### src/hw/rtl/pru_pkg.sv
`timescale 1ns / 1ps
`default_nettype none

package pru_pkg;

    localparam int ELEM_W  = 5;
    localparam int RANK_W  = 62;
    localparam int TDATA_W = 72;   // ELEM_W + RANK_W rounded up to whole bytes
    localparam int FACT_N  = 21;

    // n! for n = 0..20; out-of-range indexes read zero
    function automatic logic [RANK_W-1:0] fact_rom(input logic [ELEM_W-1:0] idx);
        logic [RANK_W-1:0] f;
        unique case (idx)
            5'd0:    f = 62'd1;
            5'd1:    f = 62'd1;
            5'd2:    f = 62'd2;
            5'd3:    f = 62'd6;
            5'd4:    f = 62'd24;
            5'd5:    f = 62'd120;
            5'd6:    f = 62'd720;
            5'd7:    f = 62'd5040;
            5'd8:    f = 62'd40320;
            5'd9:    f = 62'd362880;
            5'd10:   f = 62'd3628800;
            5'd11:   f = 62'd39916800;
            5'd12:   f = 62'd479001600;
            5'd13:   f = 62'd6227020800;
            5'd14:   f = 62'd87178291200;
            5'd15:   f = 62'd1307674368000;
            5'd16:   f = 62'd20922789888000;
            5'd17:   f = 62'd355687428096000;
            5'd18:   f = 62'd6402373705728000;
            5'd19:   f = 62'd121645100408832000;
            5'd20:   f = 62'd2432902008176640000;
            default: f = '0;
        endcase
        return f;
    endfunction

endpackage

`default_nettype wire

### src/hw/rtl/permutation_rank_unrank.sv
`timescale 1ns / 1ps
`default_nettype none

// Lehmer-code permutation ranker/unranker over 1..N (N = item_count, clamped to
// 1..MAX_ITEMS). Input tuser selects the operation: 0 feeds the next element of
// a permutation to rank, 1 feeds a 1-based rank to unrank. Ranking gives one
// result (tlast high) after the N-th element; unranking gives N element
// results, the last one with tlast. tuser on the output flags a bad input.
// The rank and factorial arithmetic runs on one shared 63-bit add/subtract
// unit under a small sequencer, and used-value masks are scanned one bit per
// cycle. A rank element counts the unused values below it, then adds the
// factorial once per count. An unrank checks and decrements the rank, then
// for each of its N digits finds the digit by repeated subtraction and scans
// the mask for the unused value that the digit selects. The
// block is ready for a new input only between items; a finished result may
// still be waiting in the output register when the next input is taken.

module permutation_rank_unrank #(
    parameter int MAX_ITEMS = 20
) (
    input  wire                          clk,
    input  wire                          rst_n,
    // configuration: item_count
    input  wire                          cfg_valid,
    output logic                         cfg_ready,
    input  wire  [pru_pkg::ELEM_W-1:0]   cfg_data,
    // input stream
    input  wire                          s_tvalid,
    output logic                         s_tready,
    input  wire  [pru_pkg::TDATA_W-1:0]  s_tdata,  // element_in[4:0], rank_in[66:5], zero pad
    input  wire                          s_tuser,  // action
    // output stream
    output logic                         m_tvalid,
    input  wire                          m_tready,
    output logic [pru_pkg::TDATA_W-1:0]  m_tdata,  // element_out[4:0], rank_out[66:5], zero pad
    output logic                         m_tlast,  // is_last
    output logic                         m_tuser   // bad_input
);
    import pru_pkg::*;

    localparam int IDX_W = (MAX_ITEMS > 1) ? $clog2(MAX_ITEMS) : 1;

    localparam logic [3:0] ST_IDLE    = 4'd0;
    localparam logic [3:0] ST_R_COUNT = 4'd1;
    localparam logic [3:0] ST_R_MAC   = 4'd2;
    localparam logic [3:0] ST_R_END   = 4'd3;
    localparam logic [3:0] ST_U_CHECK = 4'd4;
    localparam logic [3:0] ST_U_DEC   = 4'd5;
    localparam logic [3:0] ST_U_DIV   = 4'd6;
    localparam logic [3:0] ST_U_PICK  = 4'd7;
    localparam logic [3:0] ST_U_EMIT  = 4'd8;
    localparam logic [3:0] ST_U_BAD   = 4'd9;

    localparam logic [ELEM_W-1:0] MAX_N = ELEM_W'(MAX_ITEMS);
    localparam logic [ELEM_W-1:0] ONE5  = ELEM_W'(1);

    logic [3:0]           state_reg, state_next;
    logic [ELEM_W-1:0]    item_count_reg, item_count_next;
    logic [MAX_ITEMS-1:0] used_reg, used_next;
    logic [ELEM_W-1:0]    position_reg, position_next;
    logic [RANK_W-1:0]    acc_reg, acc_next;
    logic                 error_reg, error_next;
    logic [MAX_ITEMS-1:0] scratch_reg, scratch_next;
    logic [RANK_W-1:0]    p_reg, p_next;
    logic [ELEM_W-1:0]    e_reg, e_next;
    logic [ELEM_W-1:0]    idx_reg, idx_next;
    logic [ELEM_W-1:0]    cnt_reg, cnt_next;
    logic [ELEM_W-1:0]    dig_reg, dig_next;

    logic                 m_tvalid_reg, m_tvalid_next;
    logic [ELEM_W-1:0]    elem_out_reg, elem_out_next;
    logic [RANK_W-1:0]    rank_out_reg, rank_out_next;
    logic                 last_reg, last_next;
    logic                 bad_reg, bad_next;

    logic [ELEM_W-1:0]    n_eff;
    logic [ELEM_W-1:0]    in_elem;
    logic [IDX_W-1:0]     in_bit;
    logic [IDX_W-1:0]     e_bit;
    logic [IDX_W-1:0]     scan_bit;
    logic                 out_free;

    // shared add/subtract unit
    logic                 alu_sub;
    logic [RANK_W-1:0]    alu_a, alu_b;
    logic [RANK_W:0]      alu_res;
    logic [ELEM_W-1:0]    fact_idx;
    logic [RANK_W-1:0]    fact_val;

    assign n_eff = (item_count_reg == '0) ? ONE5 :
                   ((item_count_reg > MAX_N) ? MAX_N : item_count_reg);

    assign in_elem  = s_tdata[ELEM_W-1:0];
    assign in_bit   = IDX_W'(in_elem - ONE5);
    assign e_bit    = IDX_W'(e_reg - ONE5);
    assign scan_bit = idx_reg[IDX_W-1:0];
    assign out_free = !m_tvalid_reg || m_tready;

    assign fact_val = fact_rom(fact_idx);
    // carry out of a subtract is high when a >= b
    assign alu_res  = {1'b0, alu_a} + {1'b0, (alu_sub ? ~alu_b : alu_b)} + (RANK_W+1)'(alu_sub);

    // a configuration write wins over an input offered in the same cycle
    assign s_tready  = (state_reg == ST_IDLE) && !cfg_valid;
    assign cfg_ready = (state_reg == ST_IDLE);
    assign m_tvalid  = m_tvalid_reg;
    assign m_tdata   = {{(TDATA_W-RANK_W-ELEM_W){1'b0}}, rank_out_reg, elem_out_reg};
    assign m_tlast   = last_reg;
    assign m_tuser   = bad_reg;

    always_comb
    begin
        fact_idx = '0;
        alu_sub  = 1'b0;
        alu_a    = acc_reg;
        alu_b    = '0;
        unique case (state_reg)
            ST_R_MAC:
            begin
                fact_idx = n_eff - ONE5 - position_reg;
                alu_b    = fact_val;
            end
            ST_R_END:
            begin
                alu_b = RANK_W'(1);
            end
            ST_U_CHECK:
            begin
                fact_idx = n_eff;
                alu_sub  = 1'b1;
                alu_a    = fact_val;
                alu_b    = p_reg;
            end
            ST_U_DEC:
            begin
                alu_sub = 1'b1;
                alu_a   = p_reg;
                alu_b   = RANK_W'(1);
            end
            ST_U_DIV:
            begin
                fact_idx = idx_reg;
                alu_sub  = 1'b1;
                alu_a    = p_reg;
                alu_b    = fact_val;
            end
            default:
            begin
                alu_b = '0;
            end
        endcase
    end

    always_comb
    begin
        state_next      = state_reg;
        item_count_next = item_count_reg;
        used_next       = used_reg;
        position_next   = position_reg;
        acc_next        = acc_reg;
        error_next      = error_reg;
        scratch_next    = scratch_reg;
        p_next          = p_reg;
        e_next          = e_reg;
        idx_next        = idx_reg;
        cnt_next        = cnt_reg;
        dig_next        = dig_reg;
        elem_out_next   = elem_out_reg;
        rank_out_next   = rank_out_reg;
        last_next       = last_reg;
        bad_next        = bad_reg;
        m_tvalid_next   = m_tvalid_reg && !m_tready;

        unique case (state_reg)
            ST_IDLE:
            begin
                if (cfg_valid)
                begin
                    item_count_next = cfg_data;
                    used_next       = '0;
                    position_next   = '0;
                    acc_next        = '0;
                    error_next      = 1'b0;
                end
                else if (s_tvalid)
                begin
                    if (!s_tuser)
                    begin
                        e_next   = in_elem;
                        idx_next = '0;
                        cnt_next = '0;
                        if (in_elem == '0 || in_elem > n_eff || used_reg[in_bit])
                        begin
                            error_next    = 1'b1;
                            position_next = position_reg + ONE5;
                            state_next    = ST_R_END;
                        end
                        else
                        begin
                            state_next = ST_R_COUNT;
                        end
                    end
                    else
                    begin
                        p_next     = s_tdata[RANK_W+ELEM_W-1:ELEM_W];
                        state_next = ST_U_CHECK;
                    end
                end
            end
            ST_R_COUNT:
            begin
                // count unused values below the element, one bit per cycle
                if (idx_reg == e_reg - ONE5)
                begin
                    state_next = ST_R_MAC;
                end
                else
                begin
                    if (!used_reg[scan_bit])
                    begin
                        cnt_next = cnt_reg + ONE5;
                    end
                    idx_next = idx_reg + ONE5;
                end
            end
            ST_R_MAC:
            begin
                // count * factorial by repeated addition
                if (cnt_reg == '0)
                begin
                    used_next[e_bit] = 1'b1;
                    position_next    = position_reg + ONE5;
                    state_next       = ST_R_END;
                end
                else
                begin
                    acc_next = alu_res[RANK_W-1:0];
                    cnt_next = cnt_reg - ONE5;
                end
            end
            ST_R_END:
            begin
                if (position_reg < n_eff)
                begin
                    state_next = ST_IDLE;
                end
                else if (out_free)
                begin
                    m_tvalid_next = 1'b1;
                    elem_out_next = '0;
                    rank_out_next = error_reg ? '0 : alu_res[RANK_W-1:0];
                    last_next     = 1'b1;
                    bad_next      = error_reg;
                    used_next     = '0;
                    position_next = '0;
                    acc_next      = '0;
                    error_next    = 1'b0;
                    state_next    = ST_IDLE;
                end
            end
            ST_U_CHECK:
            begin
                if (p_reg == '0 || !alu_res[RANK_W])
                begin
                    state_next = ST_U_BAD;
                end
                else
                begin
                    state_next = ST_U_DEC;
                end
            end
            ST_U_DEC:
            begin
                p_next       = alu_res[RANK_W-1:0];
                scratch_next = '0;
                idx_next     = n_eff - ONE5;   // digit position i
                dig_next     = '0;
                state_next   = ST_U_DIV;
            end
            ST_U_DIV:
            begin
                // digit = p / i! by repeated subtraction, p keeps the remainder
                if (alu_res[RANK_W])
                begin
                    p_next   = alu_res[RANK_W-1:0];
                    dig_next = dig_reg + ONE5;
                end
                else
                begin
                    e_next     = idx_reg;      // park i while scanning
                    idx_next   = '0;
                    state_next = ST_U_PICK;
                end
            end
            ST_U_PICK:
            begin
                // find the dig-th unused value
                if (scratch_reg[scan_bit])
                begin
                    idx_next = idx_reg + ONE5;
                end
                else if (dig_reg == '0)
                begin
                    scratch_next[scan_bit] = 1'b1;
                    state_next             = ST_U_EMIT;
                end
                else
                begin
                    dig_next = dig_reg - ONE5;
                    idx_next = idx_reg + ONE5;
                end
            end
            ST_U_EMIT:
            begin
                if (out_free)
                begin
                    m_tvalid_next = 1'b1;
                    elem_out_next = idx_reg + ONE5;
                    rank_out_next = '0;
                    last_next     = (e_reg == '0);
                    bad_next      = 1'b0;
                    if (e_reg == '0)
                    begin
                        state_next = ST_IDLE;
                    end
                    else
                    begin
                        idx_next   = e_reg - ONE5;
                        dig_next   = '0;
                        state_next = ST_U_DIV;
                    end
                end
            end
            ST_U_BAD:
            begin
                if (out_free)
                begin
                    m_tvalid_next = 1'b1;
                    elem_out_next = '0;
                    rank_out_next = '0;
                    last_next     = 1'b1;
                    bad_next      = 1'b1;
                    state_next    = ST_IDLE;
                end
            end
            default:
            begin
                state_next = ST_IDLE;
            end
        endcase
    end

    always_ff @(posedge clk or negedge rst_n)
    begin
        if (!rst_n)
        begin
            state_reg      <= ST_IDLE;
            item_count_reg <= ELEM_W'(20);
            used_reg       <= '0;
            position_reg   <= '0;
            acc_reg        <= '0;
            error_reg      <= 1'b0;
            m_tvalid_reg   <= 1'b0;
        end
        else
        begin
            state_reg      <= state_next;
            item_count_reg <= item_count_next;
            used_reg       <= used_next;
            position_reg   <= position_next;
            acc_reg        <= acc_next;
            error_reg      <= error_next;
            m_tvalid_reg   <= m_tvalid_next;
        end
    end

    always_ff @(posedge clk)
    begin
        scratch_reg  <= scratch_next;
        p_reg        <= p_next;
        e_reg        <= e_next;
        idx_reg      <= idx_next;
        cnt_reg      <= cnt_next;
        dig_reg      <= dig_next;
        elem_out_reg <= elem_out_next;
        rank_out_reg <= rank_out_next;
        last_reg     <= last_next;
        bad_reg      <= bad_next;
    end

endmodule

`default_nettype wire

### config.mk
export PLATFORM = sky130hd
export DESIGN_NAME = permutation_rank_unrank
export DESIGN_NICKNAME = d
export VERILOG_FILES = /design/src/hw/rtl/pru_pkg.sv /design/src/hw/rtl/permutation_rank_unrank.sv
export SDC_FILE = /design/constraint.sdc
export NUM_CORES = 1
export LEC_CHECK = 0
export BUFFER_PORTS_ARGS = -buffer_cell sky130_fd_sc_hd__buf_2
export CORE_MARGIN = 2
export CORE_UTILIZATION = 32
export DETAILED_ROUTE_END_ITERATION = 10
export PLACE_DENSITY = 0.62
export SLEW_MARGIN = 40
export SYNTH_ARGS = -nofsm -noshare
export SYNTH_HDL_FRONTEND = slang
export SYNTH_SLANG_ARGS = --single-unit
### constraint.sdc
create_clock -name clk -period 8.7 [get_ports clk]
set_clock_uncertainty 0.15 [all_clocks]
set_input_delay 1.305 -clock clk [delete_from_list [all_inputs] [get_ports clk]]
set_output_delay 1.305 -clock clk [all_outputs]
set_load 0.01 [all_outputs]
==> impl_results.md, run 1 <==
* Input/output buffers at approximately 150
* Post-CTS Resized at 0
* Vias at ~18,000
* R2R depth at 29
* Pre-CTS setup slack at between 0.4 and 0.5 ns
* Final TNS setup at 0 ns
* Critical path class: reg -> reg
* Critical path fanouts, max at 11
* Simple-gate share of the synthesized area at 16.9%
* Startpoint Class: register
* Most common cell after layout, fill and taps aside: nor2_1
* Netlist Area Pre-Place at just under 20,000 µm²
* Total GRT Usage at a little over a fifth
* H-tree levels at 2
* Hold WC Path Type: reg -> reg
* ANT cells at 0
* Largest family of logic cells by synthesized area: compound AO/OA/AOI/OAI gates
* Vert. Die Dim at roughly 250 µm
* Max_slew headroom at about two fifths
* CTS max path bufs at 3
* Core Region at 60,600 µm²
* Antenna-violating nets left at 0
* # setup viols final at 0
* Asr flop ratio synth at 36.4%
* Worst-margin pin slew at approximately 0.88 ns
* Die area at between 60,000 and 70,000 µm²
* Via density at about 5.7
* EDFF count, synth at roughly 170
* Num ports at 160
* Global-route wire length before repair at just over 100 mm
* CP Data Required Time at between 8 and 9 ns
* Vias in the first global route at between 15,000 and 20,000
* Post-route setup slack at between 0.5 and 0.6 ns
* TritonCTS clock tree: built
* Yosys warnings at 0
* Starting density of the core at approximately a third
* CTS sink count at between 200 and 300
* Fin crit share at a little over nine tenths
* Tmin final at roughly 8 ns
* Avg WL per Cell at 21.4 µm
* Netlist cell types at 90
* Slowest CP cell: dfrtp_1
* Hold path depth at 2
* HPWL Detailed at between 40 and 50 mm
* Routability cong. at 0.946
* Synth Area in XOR/XNOR at under 10%
* Slew Limit Fails at 0
* Num CTS Buffers at 35
* GRT Residual Overflow at 0
* Critical Path End Type: register
* Final hold violations at 0
* Mux contribution to synthesized area at under 10%
* Layout area overhead at 14.5%
* DR iter-0 viols at ~1,600
* Post-synthesis compound-gate area fraction at a little under a quarter
* Row count at 90
* Most frequent cells in the layout: nor2_1, nand2_1, o21ai_0, edfxtp_1, a21oi_1
* Worst skew pair latency at 0.56 ns
* # DRC at 0
* Largest net degree at the start of global routing at 86
* Die extent in x at 252 µm
* Adder-Cell Fraction of Synth Area at 6.89%
* Drt pass-1 iters at 6
* Cts hold-fix bufs at 0
* Worst-path clk slew at roughly 0.060 ns
* Fmax at about 120 MHz
* Slowest stage delay, CP at ~0.48 ns
* RSZ-0062 raised after global routing: no
* Post-CTS Setup Bufs at 0
* Outcome: complete, no violations
* Top FF cell, synth: edfxtp_1
* Root Buffer: clkbuf_16
* Final-stage net count at around 2,500
* Final core occ at 37.1%
* Initial antenna violation count at 1
* Syn Inst Count at between 2,000 and 2,500
* Syn_area_per_cell at roughly 8.7 µm²
* Worst EP arrival at roughly 8.3 ns
* Layout cell share with drive strength beyond 1 at roughly 14%
* Max_cap viols at 0
* Register area share after synthesis at about two fifths
* FF+latch count, synth at between 200 and 300
* Final WL at 67.6 mm
[metrics by stage]
stage	instances	cell area, µm²	hold WS, ns
after global placement	3098	21300	0.310
after detailed placement	3098	21300	0.322
after global routing	3162	22500	0.358
final	3162	22500	0.336
after floorplan	2272	19700	0.298
after CTS	3161	22500	0.335
[Yosys cell counts, types with 30 or more instances]
| cell | count | area share [%] |
|---|---|---|
| clkbuf_1 | 132 | 2.5 |
| nand2_1 | 263 | 5.0 |
| a21oi_1 | 171 | 4.4 |
| o21ai_0 | 235 | 6.0 |
| xnor2_1 | 97 | 4.3 |
| a21o_1 | 67 | 2.6 |
| inv_1 | 43 | 0.82 |
| a31oi_1 | 30 | 0.96 |
| a22oi_1 | 44 | 1.7 |
| nor3_1 | 59 | 1.5 |
| ha_1 | 101 | 6.4 |
| edfxtp_1 | 171 | 26 |
| xor2_1 | 40 | 1.8 |
| dfrtp_1 | 96 | 12 |
| nor2_1 | 282 | 5.4 |
[final timing paths]
check	startpoint	endpoint	slack, ns
min in group asynchronous	rst_n	used_reg[9]$_DFFE_PN0P_	0.60
max in group asynchronous	rst_n	state_reg[0]$_DFFE_PN0P_	6.70
worst min-delay path	acc_reg[31]$_DFFE_PN0P_	acc_reg[31]$_DFFE_PN0P_	0.34
worst max register to register	item_count_reg[3]$_DFFE_PN0P_	e_reg[1]$_DFFE_PP_	0.51
worst min register to register	acc_reg[31]$_DFFE_PN0P_	acc_reg[31]$_DFFE_PN0P_	0.34
worst max-delay path	item_count_reg[3]$_DFFE_PN0P_	e_reg[1]$_DFFE_PP_	0.51
[kinds of logic (layout without fill, tap and decap cells)]
family,Yosys count,after routing
DFF,269,269
buffers and inverters,213,321
AOI/OAI and AO/OA,729,729
and+or+nand+nor,757,757
adders and majority gates,106,106
muxes,54,54
other,1,5
xor gates and xnor gates,139,139
[worst max-delay path: cells and delay by family, from the launching register on]
kind,cells,cell delay (ns)
adders and majority gates,3,0.87
DFF,1,0.48
buffers and inverters,3,0.45
and+or+nand+nor,4,1.04
xor gates and xnor gates,3,0.58
AOI/OAI and AO/OA,16,4.32
[final cells by class]
class                      count  area, µm²
tap                          782        978
timing repair buffer         211       1250
fill                        6159      38100
inverter                      47        179
clock buffer                  45        986
clock inverter                18        189
sequential                   269       7590
multi-input combinational   1790      11300
[layer usage]
| metal | track usage, % | share of wire (%) | routed length, µm | vias to the layer above |
|---|---|---|---|---|
| li1 | - | - | - | 8429 |
| met1 | 28.2 | 44 | 29700 | 8715 |
| met2 | 34.1 | 46 | 31300 | 718 |
| met3 | 3.26 | 6.9 | 4690 | 120 |
| met4 | 6.49 | 2.9 | 1990 | 0 |
| met5 | 0 | 0 | 0 | - |
Power of run 1 is not shown: default switching activity piles up to over one toggle a cycle in this logic, so the estimate is an artifact.
==> inputs of run 2 (changes only) <==
GPL_TIMING_DRIVEN = 0   (was default)
==> impl_results.md, run 2 (synthesis results as in run 1) <==
* Outcome: complete, no violations
* Starting density of the core at between 30% and 40%
* Critical path class: reg -> reg
* # placed instances at about 3,200
* Slowest stage delay, CP at between 0.6 and 0.7 ns
* RSZ-0062 raised after global routing: yes
* Cts hold-fix bufs at 0
* Routability cong. at between 0.9 and 1
* Critical Path End Type: register
* Final-stage net count at roughly 2,700
* Tmin final at ~8.5 ns
* Most common cell after layout, fill and taps aside: nor2_1
* Slowest CP cell: nor3_1
* DP Area at 21,600 µm²
* Vias in the first global route at 18,602
* Die area at 63,400 µm²
* Max_slew headroom at roughly 38%
* # setup viols final at 0
* Layout area overhead at 17.0%
* Vias at 19,063
* CP Data Required Time at roughly 8.9 ns
* CTS max path bufs at 3
* Final hold violations at 0
* Num ports at between 150 and 200
* Worst skew pair latency at 0.57 ns
* H-tree levels at 2
* Slew Limit Fails at 0
* Most frequent CP cell: nand2_1
* HPWL Detailed at about 58 mm
* Layout cell share with drive strength beyond 1 at 13.7%
* Vert. Die Dim at ~250 µm
* Final instance count without filler cells at about 3,300
* Core Region at 60,600 µm²
* Fin crit share at 97.4%
* # DRC at 0
* Root Buffer: clkbuf_16
* Input/output buffers at about 150
* Initial antenna violation count at 1
* Critical path fanouts, max at 10
* Largest net degree at the start of global routing at 51
* TritonCTS clock tree: built
* Global-route wire length before repair at ~110 mm
* FILL cells at about 6,200
* Hold Slack at 0.338 ns
* Most frequent cells in the layout: nor2_1, nand2_1, o21ai_0, edfxtp_1, a21oi_1
* Drt pass-1 iters at 6
* Startpoint Class: register
* Via density at ~5.8
* DR iter-0 viols at about 1,800
* Num CTS Buffers at 35
* Antenna-violating nets left at 0
* Worst-margin pin slew at ~0.93 ns
* Max_cap viols at 0
* Avg WL per Cell at between 20 and 25 µm
* Total GRT Usage at between 20% and 30%
* Row count at 90
* Final WL at between 70 and 80 mm
* Worst EP arrival at approximately 8.6 ns
* GRT Residual Overflow at 0
* Design Area, Final at approximately 23,000 µm²
* CTS sink count at between 200 and 300
* Hold WC Path Type: reg -> reg
* Fmax at about 120 MHz
* Die extent in x at 252 µm
* Worst-path clk slew at approximately 0.06 ns
==> run 2: final timing paths <==
path | to | slack (ns) | depth (start not counted) | startpoint
min reg2reg | acc_reg[58]$_DFFE_PN0P_ | 0.34 | 2 | acc_reg[58]$_DFFE_PN0P_
max | p_reg[61]$_DFFE_PP_ | 0.23 | 30 | item_count_reg[3]$_DFFE_PN0P_
min | acc_reg[58]$_DFFE_PN0P_ | 0.34 | 2 | acc_reg[58]$_DFFE_PN0P_
max in group asynchronous | acc_reg[44]$_DFFE_PN0P_ | 7.26 | 2 | rst_n
max reg2reg | p_reg[61]$_DFFE_PP_ | 0.23 | 30 | item_count_reg[3]$_DFFE_PN0P_
min in group asynchronous | item_count_reg[3]$_DFFE_PN0P_ | 0.51 | 1 | rst_n
==> run 2: repair_timing <==
item	CTS	global route
setup endpoints to repair	142	104
resized for setup	19	19
setup buffers	2	5
pin swaps	0	4
==> run 2: cell type report <==
type	count	area [µm²]	share of cell area [%]
multi-input combinational	1790	11500	49.9
sequential	269	7590	33.0
clock buffer	50	1010	4.41
tap	782	978	4.25
timing repair buffer	164	953	4.15
buffer	165	682	2.97
inverter	47	179	0.778
clock inverter	14	125	0.544
antenna	1	2.50	0.0109
==> run 2: stage by stage <==
step | setup TNS [ns] | util, % | setup WS, ns
6_report | 0 | 38.0 | 0.226
5_1_grt | -0.0465 | 38.0 | -0.0250
4_1_cts | 0 | 37.7 | 0.000593
3_5_place_dp | -106.42 | 35.7 | -1.31
3_3_place_gp | -348.83 | 35.3 | -4.14
2_1_floorplan | 0 | - | 0.134
==> run 2: worst max-delay path, delay by kind of cell, from the launching register on <==
family / cells / cell delay, ns
AOI/OAI and AO/OA: 10 / 2.26
DFF: 1 / 0.36
buffers and inverters: 5 / 1.11
adders and majority gates: 3 / 0.92
muxes: 1 / 0.27
and+or+nand+nor: 9 / 2.76
xor gates and xnor gates: 2 / 0.39
==> run 2: per-layer routing <==
| metal | vias up | wire [µm] | global-route usage, % |
|---|---|---|---|
| met3 | 166 | 5300 | 3.33 |
| met5 | - | 0 | 0 |
| met1 | 9380 | 32200 | 30.9 |
| met2 | 841 | 35300 | 38.7 |
| met4 | 0 | 2980 | 9.65 |
| li1 | 8676 | - | - |
Power of run 2 is left out for the same reason.
